--- config.mk ---
export PLATFORM = sky130hd
export DESIGN_NAME = grid_cell_neighbourhood_enumerator_unit
export DESIGN_NICKNAME = d
export VERILOG_FILES = /design/src/rtl/core/gcne_pkg.sv /design/src/rtl/core/grid_cell_neighbourhood_enumerator_unit.sv /design/src/rtl/core/gcne_div.sv /design/src/rtl/core/gcne_front.sv /design/src/rtl/core/gcne_fifo.sv /design/src/rtl/core/gcne_back.sv
export VERILOG_INCLUDE_DIRS = /design/src /design/src/rtl/core
export SDC_FILE = /design/constraint.sdc
export NUM_CORES = 1
export LEC_CHECK = 0
export ABC_AREA = 1
export BUFFER_PORTS_ARGS = -buffer_cell sky130_fd_sc_hd__clkbuf_2
export CAP_MARGIN = 20
export CORE_UTILIZATION = 55
export CTS_CLUSTER_DIAMETER = 100
export DETAILED_ROUTE_END_ITERATION = 10
export PLACE_DENSITY = 0.82
export SLEW_MARGIN = 10
export SYNTH_ARGS = -nofsm -noshare
export SYNTH_HDL_FRONTEND = slang
export SYNTH_HIERARCHICAL = 1
export SYNTH_SLANG_ARGS = --single-unit
--- constraint.sdc ---
create_clock -name clk_i -period 4 [get_ports clk_i]
set_input_delay 1.2 -clock clk_i [delete_from_list [all_inputs] [get_ports clk_i]]
set_output_delay 1.2 -clock clk_i [all_outputs]
set_load 0.05 [all_outputs]
--- src/rtl/core/assert_macros.svh ---
// Assertion macros shared by the grid cell neighborhood unit.
`ifndef ASSERT_MACROS_SVH
`define ASSERT_MACROS_SVH

`ifndef SYNTHESIS
`define GCNE_ASSERT(name, prop) \
  name: assert property (@(posedge clk_i) disable iff (!rst_ni) prop) \
    else $error("assertion failed");
`define GCNE_ASSERT_NEVER(name, cond) \
  name: assert property (@(posedge clk_i) disable iff (!rst_ni) !(cond)) \
    else $error("forbidden condition seen");
`else
`define GCNE_ASSERT(name, prop)
`define GCNE_ASSERT_NEVER(name, cond)
`endif

`endif

--- src/rtl/core/gcne_pkg.sv ---
// Shared constants and types of the grid cell neighborhood unit.
`timescale 1ns / 1ps
package gcne_pkg;

  localparam int unsigned MAX_CELLS_PER_AXIS = 64;
  localparam int unsigned COORD_BITS_DEF     = 16;
  localparam int unsigned ORIGIN_W           = 16;
  localparam int unsigned SIZE_W             = 13;
  localparam int unsigned CNT_W              = 7;
  localparam int unsigned IDX_W              = 6;
  localparam int unsigned OUT_TDATA_W        = 16;
  localparam int unsigned CFG_IDX_W          = 3;
  localparam int unsigned CFG_DATA_W         = 16;
  localparam int unsigned FIFO_DEPTH         = 2;

  localparam logic [1:0] RADIUS_WIDE   = 2'd2;
  localparam logic [1:0] RADIUS_NARROW = 2'd1;

  typedef enum logic [CFG_IDX_W-1:0] {
    REG_ORIGIN_X     = 3'd0,
    REG_ORIGIN_Y     = 3'd1,
    REG_CELL_WIDTH   = 3'd2,
    REG_CELL_HEIGHT  = 3'd3,
    REG_CELLS_ACROSS = 3'd4,
    REG_CELLS_DOWN   = 3'd5
  } cfg_reg_e;

  typedef struct packed {
    logic [ORIGIN_W-1:0] origin_x;
    logic [ORIGIN_W-1:0] origin_y;
    logic [SIZE_W-1:0]   cell_w;
    logic [SIZE_W-1:0]   cell_h;
    logic [CNT_W-1:0]    n_across;
    logic [CNT_W-1:0]    n_down;
  } grid_cfg_t;

  typedef struct packed {
    logic [IDX_W-1:0] row_hi;
    logic [IDX_W-1:0] row_lo;
    logic [IDX_W-1:0] col_lo;
    logic [IDX_W-1:0] col_hi;
  } span_t;

endpackage

--- src/rtl/core/grid_cell_neighbourhood_enumerator_unit.sv ---
// Top level of the grid cell neighborhood unit with its configuration registers.
// Each request carries a position and a mode bit; the unit finds the grid cell of the
// position and returns every in-grid cell of its 3x3 or 5x5 neighborhood, rows from
// the highest down, columns from the lowest up, with tlast on the final cell. A grid
// with no rows or no columns returns nothing. For each request the front end loads the
// dividers, divides both axes at once bit by bit, forms the span and hands it off; the
// back end sends one cell per cycle while the receiver is ready, so a request occupies
// the unit for the longer of the front-end work and the sending of its cells. A
// two-entry span queue lets the front end work on the next request while the back
// end is still sending cells. Registers may only be written while the unit is idle.
`timescale 1ns / 1ps
`include "assert_macros.svh"
module grid_cell_neighbourhood_enumerator_unit import gcne_pkg::*; #(
  parameter int unsigned COORD_BITS = COORD_BITS_DEF,
  localparam int unsigned S_TDATA_W = ((2 * COORD_BITS + 7) / 8) * 8
) (
  input  logic                   clk_i,
  input  logic                   rst_ni,
  input  logic                   s_axis_tvalid_i,
  output logic                   s_axis_tready_o,
  input  logic [S_TDATA_W-1:0]   s_axis_tdata_i,   // pos_x, pos_y
  input  logic [0:0]             s_axis_tuser_i,   // wide_mode
  output logic                   m_axis_tvalid_o,
  input  logic                   m_axis_tready_i,
  output logic [OUT_TDATA_W-1:0] m_axis_tdata_o,   // cell_row, cell_col
  output logic                   m_axis_tlast_o,
  input  logic                   cfg_valid_i,
  output logic                   cfg_ready_o,
  input  logic [CFG_IDX_W-1:0]   cfg_index_i,
  input  logic [CFG_DATA_W-1:0]  cfg_data_i
);

  logic [ORIGIN_W-1:0] origin_x_q, origin_y_q;
  logic [SIZE_W-1:0]   cell_w_q, cell_h_q;
  logic [CNT_W-1:0]    across_q, down_q;
  grid_cfg_t           grid_cfg;
  logic                cfg_we;

  logic             push, fifo_full, fifo_valid, pop;
  span_t            span_in, span_out;
  logic [IDX_W-1:0] cell_row, cell_col;

  assign cfg_ready_o = 1'b1;
  assign cfg_we      = cfg_valid_i && cfg_ready_o;

  always_ff @(posedge clk_i or negedge rst_ni) begin
    if (!rst_ni) begin
      origin_x_q <= '0;
      origin_y_q <= '0;
      cell_w_q   <= SIZE_W'(64);
      cell_h_q   <= SIZE_W'(64);
      across_q   <= CNT_W'(64);
      down_q     <= CNT_W'(64);
    end else if (cfg_we) begin
      unique case (cfg_reg_e'(cfg_index_i))
        REG_ORIGIN_X:     origin_x_q <= cfg_data_i[ORIGIN_W-1:0];
        REG_ORIGIN_Y:     origin_y_q <= cfg_data_i[ORIGIN_W-1:0];
        REG_CELL_WIDTH:   cell_w_q   <= cfg_data_i[SIZE_W-1:0];
        REG_CELL_HEIGHT:  cell_h_q   <= cfg_data_i[SIZE_W-1:0];
        REG_CELLS_ACROSS: across_q   <= cfg_data_i[CNT_W-1:0];
        REG_CELLS_DOWN:   down_q     <= cfg_data_i[CNT_W-1:0];
        default: ;
      endcase
    end
  end

  always_comb begin
    grid_cfg.origin_x = origin_x_q;
    grid_cfg.origin_y = origin_y_q;
    grid_cfg.cell_w   = (cell_w_q == '0) ? SIZE_W'(1) : cell_w_q;
    grid_cfg.cell_h   = (cell_h_q == '0) ? SIZE_W'(1) : cell_h_q;
    grid_cfg.n_across = (across_q > CNT_W'(MAX_CELLS_PER_AXIS)) ?
                        CNT_W'(MAX_CELLS_PER_AXIS) : across_q;
    grid_cfg.n_down   = (down_q > CNT_W'(MAX_CELLS_PER_AXIS)) ?
                        CNT_W'(MAX_CELLS_PER_AXIS) : down_q;
  end

  gcne_front #(.COORD_BITS(COORD_BITS)) u_front (
    .clk_i     (clk_i),
    .rst_ni    (rst_ni),
    .cfg_i     (grid_cfg),
    .s_valid_i (s_axis_tvalid_i),
    .s_ready_o (s_axis_tready_o),
    .pos_x_i   (s_axis_tdata_i[COORD_BITS-1:0]),
    .pos_y_i   (s_axis_tdata_i[2*COORD_BITS-1:COORD_BITS]),
    .wide_i    (s_axis_tuser_i[0]),
    .push_o    (push),
    .span_o    (span_in),
    .full_i    (fifo_full)
  );

  gcne_fifo #(.DEPTH(FIFO_DEPTH)) u_fifo (
    .clk_i   (clk_i),
    .rst_ni  (rst_ni),
    .push_i  (push),
    .data_i  (span_in),
    .full_o  (fifo_full),
    .pop_i   (pop),
    .valid_o (fifo_valid),
    .data_o  (span_out)
  );

  gcne_back u_back (
    .clk_i     (clk_i),
    .rst_ni    (rst_ni),
    .valid_i   (fifo_valid),
    .data_i    (span_out),
    .pop_o     (pop),
    .m_valid_o (m_axis_tvalid_o),
    .m_ready_i (m_axis_tready_i),
    .row_o     (cell_row),
    .col_o     (cell_col),
    .last_o    (m_axis_tlast_o)
  );

  assign m_axis_tdata_o = OUT_TDATA_W'({cell_col, cell_row});

  `GCNE_ASSERT(a_push_not_full, push |-> !fifo_full)
  `GCNE_ASSERT(a_rows_ordered, push |-> (span_in.row_lo <= span_in.row_hi))
  `GCNE_ASSERT(a_cols_ordered, push |-> (span_in.col_lo <= span_in.col_hi))
  `GCNE_ASSERT_NEVER(a_pop_empty, pop && !fifo_valid)

endmodule

--- src/rtl/core/gcne_div.sv ---
// Restoring divider that produces one quotient bit per cycle.
`timescale 1ns / 1ps
module gcne_div import gcne_pkg::*; #(
  parameter int unsigned DW = COORD_BITS_DEF
) (
  input  logic              clk_i,
  input  logic              rst_ni,
  input  logic              start_i,
  input  logic [DW-1:0]     dividend_i,
  input  logic [SIZE_W-1:0] divisor_i,
  output logic              done_o,
  output logic [DW-1:0]     quotient_o
);

  localparam int unsigned CW = $clog2(DW + 1);

  logic              busy_q, busy_d;
  logic              done_q, done_d;
  logic [CW-1:0]     cnt_q, cnt_d;
  logic [SIZE_W-1:0] rem_q, rem_d;
  logic [SIZE_W-1:0] dvs_q, dvs_d;
  logic [DW-1:0]     dq_q, dq_d;
  logic [SIZE_W:0]   trial;
  logic [SIZE_W:0]   trial_sub;
  logic              ge;

  assign trial     = {rem_q, dq_q[DW-1]};
  assign ge        = trial >= {1'b0, dvs_q};
  assign trial_sub = trial - {1'b0, dvs_q};

  always_comb begin
    busy_d = busy_q;
    done_d = 1'b0;
    cnt_d  = cnt_q;
    rem_d  = rem_q;
    dvs_d  = dvs_q;
    dq_d   = dq_q;
    if (start_i) begin
      busy_d = 1'b1;
      cnt_d  = CW'(DW);
      rem_d  = '0;
      dvs_d  = divisor_i;
      dq_d   = dividend_i;
    end else if (busy_q) begin
      rem_d = ge ? trial_sub[SIZE_W-1:0] : trial[SIZE_W-1:0];
      dq_d  = {dq_q[DW-2:0], ge};
      cnt_d = cnt_q - 1'b1;
      if (cnt_q == CW'(1)) begin
        busy_d = 1'b0;
        done_d = 1'b1;
      end
    end
  end

  always_ff @(posedge clk_i or negedge rst_ni) begin
    if (!rst_ni) begin
      busy_q <= 1'b0;
      done_q <= 1'b0;
      cnt_q  <= '0;
    end else begin
      busy_q <= busy_d;
      done_q <= done_d;
      cnt_q  <= cnt_d;
    end
  end

  always_ff @(posedge clk_i) begin
    rem_q <= rem_d;
    dvs_q <= dvs_d;
    dq_q  <= dq_d;
  end

  assign done_o     = done_q;
  assign quotient_o = dq_q;

endmodule

--- src/rtl/core/gcne_front.sv ---
// Front end: takes requests, finds the grid cell and the clamped neighborhood span.
`timescale 1ns / 1ps
module gcne_front import gcne_pkg::*; #(
  parameter int unsigned COORD_BITS = COORD_BITS_DEF
) (
  input  logic                  clk_i,
  input  logic                  rst_ni,
  input  grid_cfg_t             cfg_i,
  input  logic                  s_valid_i,
  output logic                  s_ready_o,
  input  logic [COORD_BITS-1:0] pos_x_i,
  input  logic [COORD_BITS-1:0] pos_y_i,
  input  logic                  wide_i,
  output logic                  push_o,
  output span_t                 span_o,
  input  logic                  full_i
);

  localparam int unsigned DW = ((COORD_BITS > ORIGIN_W) ? COORD_BITS : ORIGIN_W) + 1;
  localparam int unsigned QW = DW - 1;

  typedef enum logic [1:0] {
    ST_IDLE,
    ST_DIV,
    ST_PUSH
  } front_state_e;

  typedef struct packed {
    logic [IDX_W-1:0] hi;
    logic [IDX_W-1:0] lo;
  } axis_span_t;

  function automatic axis_span_t axis_span(input logic [QW-1:0] q,
                                           input logic [CNT_W-1:0] n,
                                           input logic [1:0] r);
    logic [CNT_W-1:0] lim;
    logic [IDX_W-1:0] c;
    logic [IDX_W:0]   up;
    axis_span_t       s;
    lim  = n - 1'b1;
    c    = (q >= QW'(n)) ? IDX_W'(lim) : q[IDX_W-1:0];
    up   = {1'b0, c} + (IDX_W + 1)'(r);
    s.hi = (up > (IDX_W + 1)'(lim)) ? IDX_W'(lim) : up[IDX_W-1:0];
    s.lo = (c >= IDX_W'(r)) ? c - IDX_W'(r) : '0;
    return s;
  endfunction

  front_state_e state_q, state_d;
  logic         in_full_q, in_full_d;
  logic signed [COORD_BITS-1:0] px_q, py_q;
  logic         wide_q, wide_run_q;
  span_t        span_q, span_d;

  logic             accept, take, grid_empty, div_start;
  logic signed [DW-1:0] diff_x, diff_y;
  logic [QW-1:0]    dvd_x, dvd_y, quo_x, quo_y;
  logic [SIZE_W-1:0] dvs_x, dvs_y;
  logic             done_x, done_y;
  logic [1:0]       radius;
  axis_span_t       sx, sy;

  assign s_ready_o  = !in_full_q;
  assign accept     = s_valid_i && s_ready_o;
  assign take       = (state_q == ST_IDLE) && in_full_q;
  assign grid_empty = (cfg_i.n_across == '0) || (cfg_i.n_down == '0);
  assign div_start  = take && !grid_empty;

  assign diff_x = DW'(px_q) - DW'($signed(cfg_i.origin_x));
  assign diff_y = DW'(py_q) - DW'($signed(cfg_i.origin_y));
  assign dvd_x  = (diff_x > 0) ? diff_x[QW-1:0] : '0;
  assign dvd_y  = (diff_y > 0) ? diff_y[QW-1:0] : '0;
  assign dvs_x  = cfg_i.cell_w;
  assign dvs_y  = cfg_i.cell_h;

  gcne_div #(.DW(QW)) u_div_x (
    .clk_i      (clk_i),
    .rst_ni     (rst_ni),
    .start_i    (div_start),
    .dividend_i (dvd_x),
    .divisor_i  (dvs_x),
    .done_o     (done_x),
    .quotient_o (quo_x)
  );

  gcne_div #(.DW(QW)) u_div_y (
    .clk_i      (clk_i),
    .rst_ni     (rst_ni),
    .start_i    (div_start),
    .dividend_i (dvd_y),
    .divisor_i  (dvs_y),
    .done_o     (done_y),
    .quotient_o (quo_y)
  );

  assign radius = wide_run_q ? RADIUS_WIDE : RADIUS_NARROW;
  assign sx     = axis_span(quo_x, cfg_i.n_across, radius);
  assign sy     = axis_span(quo_y, cfg_i.n_down, radius);
  assign push_o = (state_q == ST_PUSH) && !full_i;
  assign span_o = span_q;

  always_comb begin
    state_d   = state_q;
    span_d    = span_q;
    in_full_d = in_full_q;
    if (accept) begin
      in_full_d = 1'b1;
    end else if (take) begin
      in_full_d = 1'b0;
    end
    unique case (state_q)
      ST_IDLE: begin
        if (div_start) begin
          state_d = ST_DIV;
        end
      end
      ST_DIV: begin
        if (done_x && done_y) begin
          span_d.row_hi = sy.hi;
          span_d.row_lo = sy.lo;
          span_d.col_lo = sx.lo;
          span_d.col_hi = sx.hi;
          state_d       = ST_PUSH;
        end
      end
      ST_PUSH: begin
        if (!full_i) begin
          state_d = ST_IDLE;
        end
      end
      default: state_d = ST_IDLE;
    endcase
  end

  always_ff @(posedge clk_i or negedge rst_ni) begin
    if (!rst_ni) begin
      state_q   <= ST_IDLE;
      in_full_q <= 1'b0;
    end else begin
      state_q   <= state_d;
      in_full_q <= in_full_d;
    end
  end

  always_ff @(posedge clk_i) begin
    span_q <= span_d;
    if (accept) begin
      px_q   <= pos_x_i;
      py_q   <= pos_y_i;
      wide_q <= wide_i;
    end
    if (take) begin
      wide_run_q <= wide_q;
    end
  end

endmodule

--- src/rtl/core/gcne_fifo.sv ---
// Short queue of neighborhood spans between the front and the back end.
`timescale 1ns / 1ps
module gcne_fifo import gcne_pkg::*; #(
  parameter int unsigned DEPTH = FIFO_DEPTH
) (
  input  logic  clk_i,
  input  logic  rst_ni,
  input  logic  push_i,
  input  span_t data_i,
  output logic  full_o,
  input  logic  pop_i,
  output logic  valid_o,
  output span_t data_o
);

  localparam int unsigned PW = $clog2(DEPTH);
  localparam int unsigned CW = $clog2(DEPTH + 1);

  span_t         mem_q [DEPTH];
  logic [PW-1:0] wr_ptr_q, rd_ptr_q;
  logic [CW-1:0] count_q;

  assign full_o  = count_q == CW'(DEPTH);
  assign valid_o = count_q != '0;
  assign data_o  = mem_q[rd_ptr_q];

  always_ff @(posedge clk_i or negedge rst_ni) begin
    if (!rst_ni) begin
      wr_ptr_q <= '0;
      rd_ptr_q <= '0;
      count_q  <= '0;
    end else begin
      if (push_i) begin
        wr_ptr_q <= wr_ptr_q + 1'b1;
      end
      if (pop_i) begin
        rd_ptr_q <= rd_ptr_q + 1'b1;
      end
      if (push_i && !pop_i) begin
        count_q <= count_q + 1'b1;
      end else if (pop_i && !push_i) begin
        count_q <= count_q - 1'b1;
      end
    end
  end

  always_ff @(posedge clk_i) begin
    if (push_i) begin
      mem_q[wr_ptr_q] <= data_i;
    end
  end

endmodule

--- src/rtl/core/gcne_back.sv ---
// Back end: walks each span row by row and sends one cell per cycle while the receiver is ready.
`timescale 1ns / 1ps
module gcne_back import gcne_pkg::*; (
  input  logic             clk_i,
  input  logic             rst_ni,
  input  logic             valid_i,
  input  span_t            data_i,
  output logic             pop_o,
  output logic             m_valid_o,
  input  logic             m_ready_i,
  output logic [IDX_W-1:0] row_o,
  output logic [IDX_W-1:0] col_o,
  output logic             last_o
);

  logic             active_q, active_d;
  span_t            span_q, span_d;
  logic [IDX_W-1:0] row_q, row_d, col_q, col_d;
  logic             out_valid_q, out_valid_d;
  logic [IDX_W-1:0] out_row_q, out_row_d, out_col_q, out_col_d;
  logic             out_last_q, out_last_d;
  logic             adv, emit, is_last, need_load;

  assign is_last   = (row_q == span_q.row_lo) && (col_q == span_q.col_hi);
  assign adv       = !out_valid_q || m_ready_i;
  assign emit      = adv && active_q;
  assign need_load = !active_q || (emit && is_last);
  assign pop_o     = need_load && valid_i;

  always_comb begin
    active_d    = active_q;
    span_d      = span_q;
    row_d       = row_q;
    col_d       = col_q;
    out_valid_d = out_valid_q;
    out_row_d   = out_row_q;
    out_col_d   = out_col_q;
    out_last_d  = out_last_q;
    if (adv) begin
      out_valid_d = active_q;
    end
    if (emit) begin
      out_row_d  = row_q;
      out_col_d  = col_q;
      out_last_d = is_last;
    end
    if (pop_o) begin
      active_d = 1'b1;
      span_d   = data_i;
      row_d    = data_i.row_hi;
      col_d    = data_i.col_lo;
    end else if (need_load) begin
      active_d = 1'b0;
    end else if (emit) begin
      if (col_q == span_q.col_hi) begin
        col_d = span_q.col_lo;
        row_d = row_q - 1'b1;
      end else begin
        col_d = col_q + 1'b1;
      end
    end
  end

  always_ff @(posedge clk_i or negedge rst_ni) begin
    if (!rst_ni) begin
      active_q    <= 1'b0;
      out_valid_q <= 1'b0;
    end else begin
      active_q    <= active_d;
      out_valid_q <= out_valid_d;
    end
  end

  always_ff @(posedge clk_i) begin
    span_q     <= span_d;
    row_q      <= row_d;
    col_q      <= col_d;
    out_row_q  <= out_row_d;
    out_col_q  <= out_col_d;
    out_last_q <= out_last_d;
  end

  assign m_valid_o = out_valid_q;
  assign row_o     = out_row_q;
  assign col_o     = out_col_q;
  assign last_o    = out_last_q;

endmodule

# Word level (Yosys, flattened, before mapping)
# Memory sizes are Yosys's and may differ from the RTL's.
# Cells that the tools add are included.
# word_totals
reg_bits,280
ramBits,48
mem_count,1
in_bits,57
elab_cells,184
output_inout_bits,20
# op_classes
addsub,18
muxes,51
n_eq_ne,16
order_cmp,12
reduce_logical,45
# memory_table
name,words,word_bits,rd,rd_ports_with_merged_regs,wr,line_no,rtl
u_fifo.mem_q,2,24,1,0,1,gcne_fifo.sv:19,span_t mem_q [DEPTH];
# op_table
op,count
2-to-1 mux 16 bit,6
2-to-1 mux 6 bit,12
greater-than comparator 17 x 1 -> 1 bit (second input constant),2
subtractor 16 x 16 -> 17 bit,2
>= comparator 16 x 7 -> 1 bit,2
>= comparator 14 x 13 -> 1 bit,2
zero test 13 bit,2
2-to-1 mux 13 bit,2
subtractor 13 bit,2
2-to-1 mux 5 bit,4
2-to-1 mux 1 bit,18
AND reduction 2 bit,8
nonzero test 2 bit,8
adder 6 x 2 -> 7 bit,2
greater-than comparator 7 bit,2
greater-than comparator 7 bit (second input constant),2
zero test 7 bit,2
2-to-1 mux 7 bit,2
subtractor 7 x 1 -> 7 bit (second input constant),2
== test 6 bit,2
>= comparator 6 x 2 -> 1 bit,2
2-to-1 mux 2 bit,6
subtractor 6 x 2 -> 6 bit,2
logical AND 1 bit,11
other kinds (20),37

# Logic depth before layout (Yosys ltp)
# Gate-level depths: netlist (run 1).
# logic_depth
ltp_word,9
mapped_depth,33

# By module
# Netlist (run 1), hierarchy kept.
# modules_own_cells
mod,area_each_um2,cells_each,seq_area_each_um2,instances
gcne_front,6431.2,956,1816.7,1
grid_cell_neighbourhood_enumerator_unit,3268.1,376,1806.7,1
gcne_div (u_front.u_div_x),2929.1,379,1306.3,1
gcne_div (u_front.u_div_y),2926.6,379,1306.3,1
gcne_fifo,2040.7,100,1541.5,1
gcne_back,2037.0,193,1341.3,1

# Worst setup path after synthesis (run 1)
# OpenSTA, ideal clock, no wires.
# synth_path
path_kind,register to register
startpoint,reg across_q[4]
endpoint,"reg u_front.span_q, in the netlist u_front/span_o[2] (data pin)"
stages_incl_launch_ff,26
arrival_time_ns,4.148
n_path_buf,0
slack_ns,-0.409
synth_period_minus_slack_ns,4.409
cell_sequence,dfrtp_1 -> nor2_1 -> nand3_1 -> a21boi_0 -> inv_1 -> ha_1 -> nand2_1 -> inv_1 -> o21ai_0 -> nand2_1 -> nor2_4 -> nand2_4 -> o21ai_0 -> inv_1 -> fa_1 -> nor2_1 -> nand3_1 -> and2_1 -> ha_1 -> nand2_1 -> nor2_1 -> nand2_1 -> o211ai_1 -> nand2_1 -> inv_1 -> o21ai_0
# synth_lines
element,line_no,rtl
start: declaration,grid_cell_neighbourhood_enumerator_unit.sv:35,"logic [CNT_W-1:0] across_q, down_q;"
start signal: assignment,grid_cell_neighbourhood_enumerator_unit.sv:60,REG_CELLS_ACROSS: across_q <= cfg_data_i[CNT_W-1:0];
end signal: assignment,gcne_front.sv:145,span_q <= span_d;
end: declaration,gcne_front.sv:52,"span_t span_q, span_d;"

==> flow_summary.json, run 1 <==
{
  "syn_area_um2": 19630,
  "place_ws_ps": -265.6,
  "critPathKind": "reg -> reg",
  "crit_slowest_cell": "dfrtp_1",
  "routedWlPerCell_um": 14.81,
  "rsz0062_at_grt": "true",
  "crit_path_start_kind": "register",
  "clk_pin_slew_ps": 60,
  "min_period_ps": 4353,
  "portBuffers": 71,
  "holdPathStages": 0,
  "grt_overflow": 0,
  "ys_ff_latch": 328,
  "ctsHoldBuffers": 0,
  "power.total_mw": 16.26,
  "worst_slew_pin_slew_ps": 916.6,
  "setup_viol": 12,
  "final_cell_mix": "nand2_1, inv_1, edfxtp_1",
  "crit_buf_inv": 6,
  "area_growth_pct": 13.54,
  "insertion_delay_ps": 550,
  "final_common_cell": "nand2_1",
  "ir_drop_uv": 525.9,
  "grt_pass1_wl_um": 71510,
  "initial_utilization_pct": 56.42,
  "ios": 77,
  "p_sw_mw": 6.772,
  "synth-main-ff-cell": "edfxtp_1",
  "multi_input_area_um2": 8897,
  "synth-edff-count": 207,
  "ys_seq_area_share_pct": 46.45,
  "postRouteWirelength_um": 44190,
  "layout_setup_ws_ps": -353.3,
  "cap_violations": 0,
  "h-tree-depth": 2,
  "cts-root-buf": "clkbuf_16",
  "post-route-drc-count": 0,
  "p_leak_nw": 11.05,
  "dr.pass1.iters": 8,
  "clockPowerShare_pct": 19.7,
  "hold_start": "u_front/wide_q",
  "worstReg2RegStart": "across_q[5]",
  "cp-startpoint": "across_q[5]",
  "seqPwrFrac_pct": 32.5,
  "grt_pass1_vias": 15190,
  "cpMostUsedCell": "inv_2",
  "fp.dieW_um": 190.9,
  "cpLargestDelayFamily": "simple AND/OR/NAND/NOR gates",
  "drtIter0Drc": 982,
  "viasPerCell": 5.290,
  "p_comb_share_pct": 47.9,
  "grt_max_degree": 55,
  "cp.arrival_ps": 4640,
  "netlist_instances": 2383,
  "worstPathMaxFanout": 6,
  "cts_made_buffers": 34,
  "fmaxAchievable_ghz": 0.2297,
  "ant_nets": 0,
  "p_int_mw": 9.484,
  "drive_above_1_share_pct": 16.46,
  "reg2reg_slack_ps": -350,
  "r2r_cells": 26,
  "synth_cell_types": 51,
  "crit_required_ps": 4290,
  "antenna_found_initial": 0,
  "diodes": 0,
  "gp_congestion": 0.9366,
  "fin_crit_sh_pct": 108.8,
  "max_stage_delay_ps": 410,
  "die-area_um2": 36450,
  "switching_share_pct": 41.66,
  "core_um2": 34800,
  "instances_no_fill": 2983,
  "hold_path_end": "u_front/wide_run_q",
  "drv_slew": 0,
  "regToRegEndpoint": "u_front/span_o[2]",
  "fin_skew_ps": 24.91,
  "die_h_um": 190.9,
  "synth.avg_cell_area_um2": 8.239,
  "n_fill_cell": 2677,
  "powerDensity_nw_per_um2": 729.3,
  "grt_use_total_pct": 24.45,
  "violations": "negative setup slack",
  "min_path_type": "reg -> reg",
  "clockBufferDepth": 3,
  "async_reset_ff_share_pct": 28.96,
  "hold_viol_final": 0,
  "endpoint_kind": "register",
  "via_count": 15780,
  "row_count": 68,
  "relSlewSlack_pct": 38.83,
  "final_net_count": 2674,
  "cts_sinks": 328,
  "place_inst": 2894,
  "status": "complete, but fails checks",
  "cts_tree": "done",
  "dp_hpwl_um": 31410,
  "ys_warn_count": 6,
  "seq_area_um2": 9119
}
flip-flops by register name, summed over array words and instances (netlist names), 7 cells and up:
signal                      cells
origin_x_q                     16
u_front/u_div_x/dvs_q          13
u_front/u_div_y/quotient_o     16
u_front/u_div_y/rem_q          13
u_back/span_q                  18
u_front/px_q                   16
u_front/u_div_y/dvs_q          13
cell_w_q                       13
u_front/span_o                 24
origin_y_q                     16
cell_h_q                       13
across_q                        7
u_fifo/mem_q                   48
down_q                          7
u_front/u_div_x/quotient_o     16
u_front/py_q                   16
u_front/u_div_x/rem_q          13
synthesized netlist by cell type, drive strengths merged, types with 2 or more instances:
library cell	n	area share [%]
nor3	12	0.31
a21oi	44	1.2
xnor2	16	0.71
edfxtp	207	32
o21bai	3	0.11
dfstp	4	0.54
buf	42	1.8
clkinv	2	0.038
ha	107	6.8
nand3b	8	0.31
dfrtp	91	12
nand2	783	16
o211ai	2	0.076
fa	8	0.82
a21o	2	0.076
dfxtp	26	2.7
clkbuf	35	0.68
conb	2	0.038
nand3	148	4.3
a21boi	9	0.34
or2	4	0.13
o22ai	2	0.064
nor2	183	4.0
nor4	4	0.13
and2	14	0.45
inv	406	7.8
o21ai	85	2.2
mux2	24	1.7
xor2	22	0.98
nand4	85	2.8
final cells by class:
| class | count | area share [%] |
|---|---|---|
| clock inverters | 12 | 0.5445 |
| inverters | 408 | 6.893 |
| repair buffers | 156 | 4.625 |
| well taps | 455 | 2.554 |
| multi-input cells | 1574 | 39.92 |
| flip-flops and latches | 328 | 40.91 |
| clock buffers | 50 | 4.558 |
repair_timing:
item,in CTS,in global routing
resized for setup,44,48
pin swaps,34,36
setup endpoints to repair,12,12
setup buffers,17,9
endpoints found under the hold margin,0,0
cloned,1,0
worst max path at each step:
stage	end	slack, ps	depth (start not counted)
after floorplan	u_front/span_o[20]	30	25
after global placement	u_front/span_o[2]	-90	26
after detailed placement	u_front/span_o[18]	-270	28
after CTS	u_front/span_o[18]	-10	32
after global routing	u_front/span_o[4]	-510	27
final	u_front/span_o[2]	-350	26
cells by family (layout without fill, tap and decap cells):
kind of cell | count (synthesis) | in the layout | synth area share, %
and+or+nand+nor | 1241 | 1242 | 27.92
buffers and inverters | 485 | 626 | 10.32
DFF | 328 | 328 | 46.45
AOI/OAI and AO/OA | 149 | 149 | 4.155
adders and majority gates | 115 | 115 | 7.635
xor gates and xnor gates | 38 | 38 | 1.695
muxes | 25 | 25 | 1.791
other | 2 | 5 | 0.03825
power by group through the flow:
| stage | clock (mW) | combinational [mW] | sequential (mW) |
|---|---|---|---|
| after floorplan | 0 | 5.36 | 5.36 |
| after global placement | 0 | 6.82 | 5.26 |
| after detailed placement | 0 | 7.07 | 5.30 |
| after CTS | 3.25 | 7.30 | 5.25 |
| after global routing | 3.38 | 8.72 | 5.37 |
| final | 3.20 | 7.78 | 5.28 |
metrics by stage:
stage	hold WS [ps]	utilization (%)	TNS [ps]	cell area, µm²
6_report	441.6	64.06	-2651	22290
3_3_place_gp	405.4	59.13	-765.1	20580
5_1_grt	448.2	64.06	-5323	22290
2_1_floorplan	400.3	-	0	19680
4_1_cts	442.2	63.19	-24.66	21990
3_5_place_dp	429.0	59.18	-2588	20590
routing by layer:
metal	track usage, %	vias to the layer above	share of wire, %
met3	3.543	132	5.7
met2	42.17	536	49
met1	30.21	7302	42
met4	11.26	0	3.8
met5	0	-	0
li1	-	7811	-
No activity file was read; power rests on OpenSTA's default activity.
==> run 2, diff against run 1 <==
--- a/config.mk
+++ b/config.mk
@@ -13,6 +13,7 @@
 export CTS_CLUSTER_DIAMETER = 100
 export DETAILED_ROUTE_END_ITERATION = 10
 export PLACE_DENSITY = 0.82
+export SKIP_CTS_REPAIR_TIMING = 1
 export SLEW_MARGIN = 10
 export SYNTH_ARGS = -nofsm -noshare
 export SYNTH_HDL_FRONTEND = slang
==> constraint.sdc (replaced) <==
create_clock -name clk_i -period 4 [get_ports clk_i]
set_input_delay 0 -clock clk_i [delete_from_list [all_inputs] [get_ports clk_i]]
set_output_delay 0 -clock clk_i [all_outputs]
set_load 0.05 [all_outputs]
==> flow_summary.json, run 2 (same netlist as run 1, synthesis figures left out) <==
{
  "critPathKind": "reg -> reg",
  "setup_viol": 11,
  "relSlewSlack_pct": 36.29,
  "cpLargestDelayFamily": "simple AND/OR/NAND/NOR gates",
  "tns_ps": -1627,
  "fin_skew_ps": 27.52,
  "endpoint_kind": "register",
  "holdPathStages": 3,
  "gp_congestion": 0.9262,
  "fp.dieW_um": 190.9,
  "post-route-drc-count": 0,
  "insertion_delay_ps": 540,
  "powerDensity_nw_per_um2": 719.3,
  "r2r_cells": 26,
  "largest_reg_flops": 48,
  "ios": 77,
  "instances_no_fill": 3028,
  "hold_start": "cfg_index_i[0]",
  "final_cell_mix": "nand2_1, inv_1, edfxtp_1",
  "crit_required_ps": 4260,
  "regMostFlops": "u_fifo/mem_q",
  "grt_pass1_wl_um": 69880,
  "diodes": 0,
  "dr.pass1.iters": 6,
  "fmaxAchievable_ghz": 0.2362,
  "crit_path_start_kind": "register",
  "grt_use_total_pct": 23.76,
  "final_common_cell": "nand2_1",
  "min_path_type": "in -> reg",
  "drtIter0Drc": 1207,
  "cts_made_buffers": 37,
  "antenna_found_initial": 0,
  "h-tree-depth": 2,
  "row_count": 68,
  "portBuffers": 71,
  "max_stage_delay_ps": 400,
  "cpMostUsedCell": "nand2_2",
  "dp_hpwl_um": 31270,
  "viasPerCell": 5.320,
  "hold_path_end": "cell_h_q[3]",
  "ant_nets": 0,
  "status": "complete, but fails checks",
  "grt_max_degree": 54,
  "crit_buf_inv": 3,
  "worst_slew_pin_slew_ps": 954.6,
  "drive_above_1_share_pct": 15.70,
  "layout_setup_ws_ps": -232.9,
  "hold_viol_final": 7,
  "worstPathMaxFanout": 6,
  "core_um2": 34800,
  "violations": "negative hold slack, negative setup slack",
  "clockBufferDepth": 3,
  "grt_pass1_vias": 14820,
  "cts-root-buf": "clkbuf_16",
  "grt_overflow": 0,
  "cts_tree": "done",
  "regToRegEndpoint": "u_front/span_o[4]",
  "die_h_um": 190.9,
  "crit_slowest_cell": "dfrtp_1",
  "place_inst": 2896,
  "reg2reg_slack_ps": -230,
  "rsz0062_at_grt": "true",
  "dpl_cell_area_um2": 20590,
  "min_period_ps": 4233,
  "cp.arrival_ps": 4500,
  "fin_crit_sh_pct": 105.8,
  "clk_pin_slew_ps": 60,
  "die-area_um2": 36450,
  "final_net_count": 2717,
  "initial_utilization_pct": 56.42,
  "routedWlPerCell_um": 15.20,
  "ir_drop_uv": 523.4,
  "area_growth_pct": 15.66,
  "cts_sinks": 328,
  "drv_slew": 0,
  "holdWs_ps": -16.96,
  "worstReg2RegStart": "across_q[0]",
  "via_count": 16110,
  "final_area_um2": 22710,
  "n_fill_cell": 2635,
  "cap_violations": 0,
  "postRouteWirelength_um": 46020,
  "p_leak_nw": 11.25
}
## run 2: cell type report
type	instances	area [µm²]	share of cell area [%]
well taps	455	569.3	2.507
clock inverters	20	180.2	0.7934
inverters	408	1534	6.755
repair buffers	196	1443	6.353
multi-input cells	1574	8826	38.87
flip-flops and latches	328	9119	40.16
clock buffers	47	1037	4.568
## run 2: routing by layer
metal | wire length [µm] | GRT usage [%] | vias to the layer above
met5 | 0 | 0 | -
met4 | 1561 | 8.523 | 0
met3 | 2650 | 2.992 | 140
met2 | 22870 | 41.51 | 557
met1 | 18940 | 30.12 | 7505
li1 | - | - | 7908
## run 2: tightest hold or removal path, stage by stage
cell and delay, ps:
clkbuf_2 250, nand4_1 170, nand2_1 50
## run 2: how the worst max path moves through the flow
stage / endpoint / start / depth (start not counted) / slack [ps]
after floorplan: u_front/span_o[20] / down_q[3] / 25 / 30
after global placement: u_front/span_o[2] / across_q[1] / 26 / -50
after detailed placement: u_front/span_o[4] / across_q[1] / 26 / -260
after CTS: u_front/span_o[4] / across_q[1] / 26 / -270
after global routing: u_front/span_o[2] / across_q[0] / 27 / -430
final: u_front/span_o[4] / across_q[0] / 26 / -230
## run 2: power breakdown
| group | internal (mW) | leakage, nW | switching [mW] |
|---|---|---|---|
| Clock | 1.99 | 0.599 | 1.41 |
| Combinational | 2.82 | 7.34 | 4.79 |
| Sequential | 4.70 | 3.31 | 0.628 |
## run 2: per-stage QoR
step	setup WS, ps	utilization [%]	power (mW)
floorplan	25.07	-	10.72
global placement	-51.57	59.14	12.08
detailed placement	-263.4	59.18	12.34
CTS	-272.3	62.68	15.80
global route	-425.6	65.26	17.52
finish	-232.9	65.26	16.33
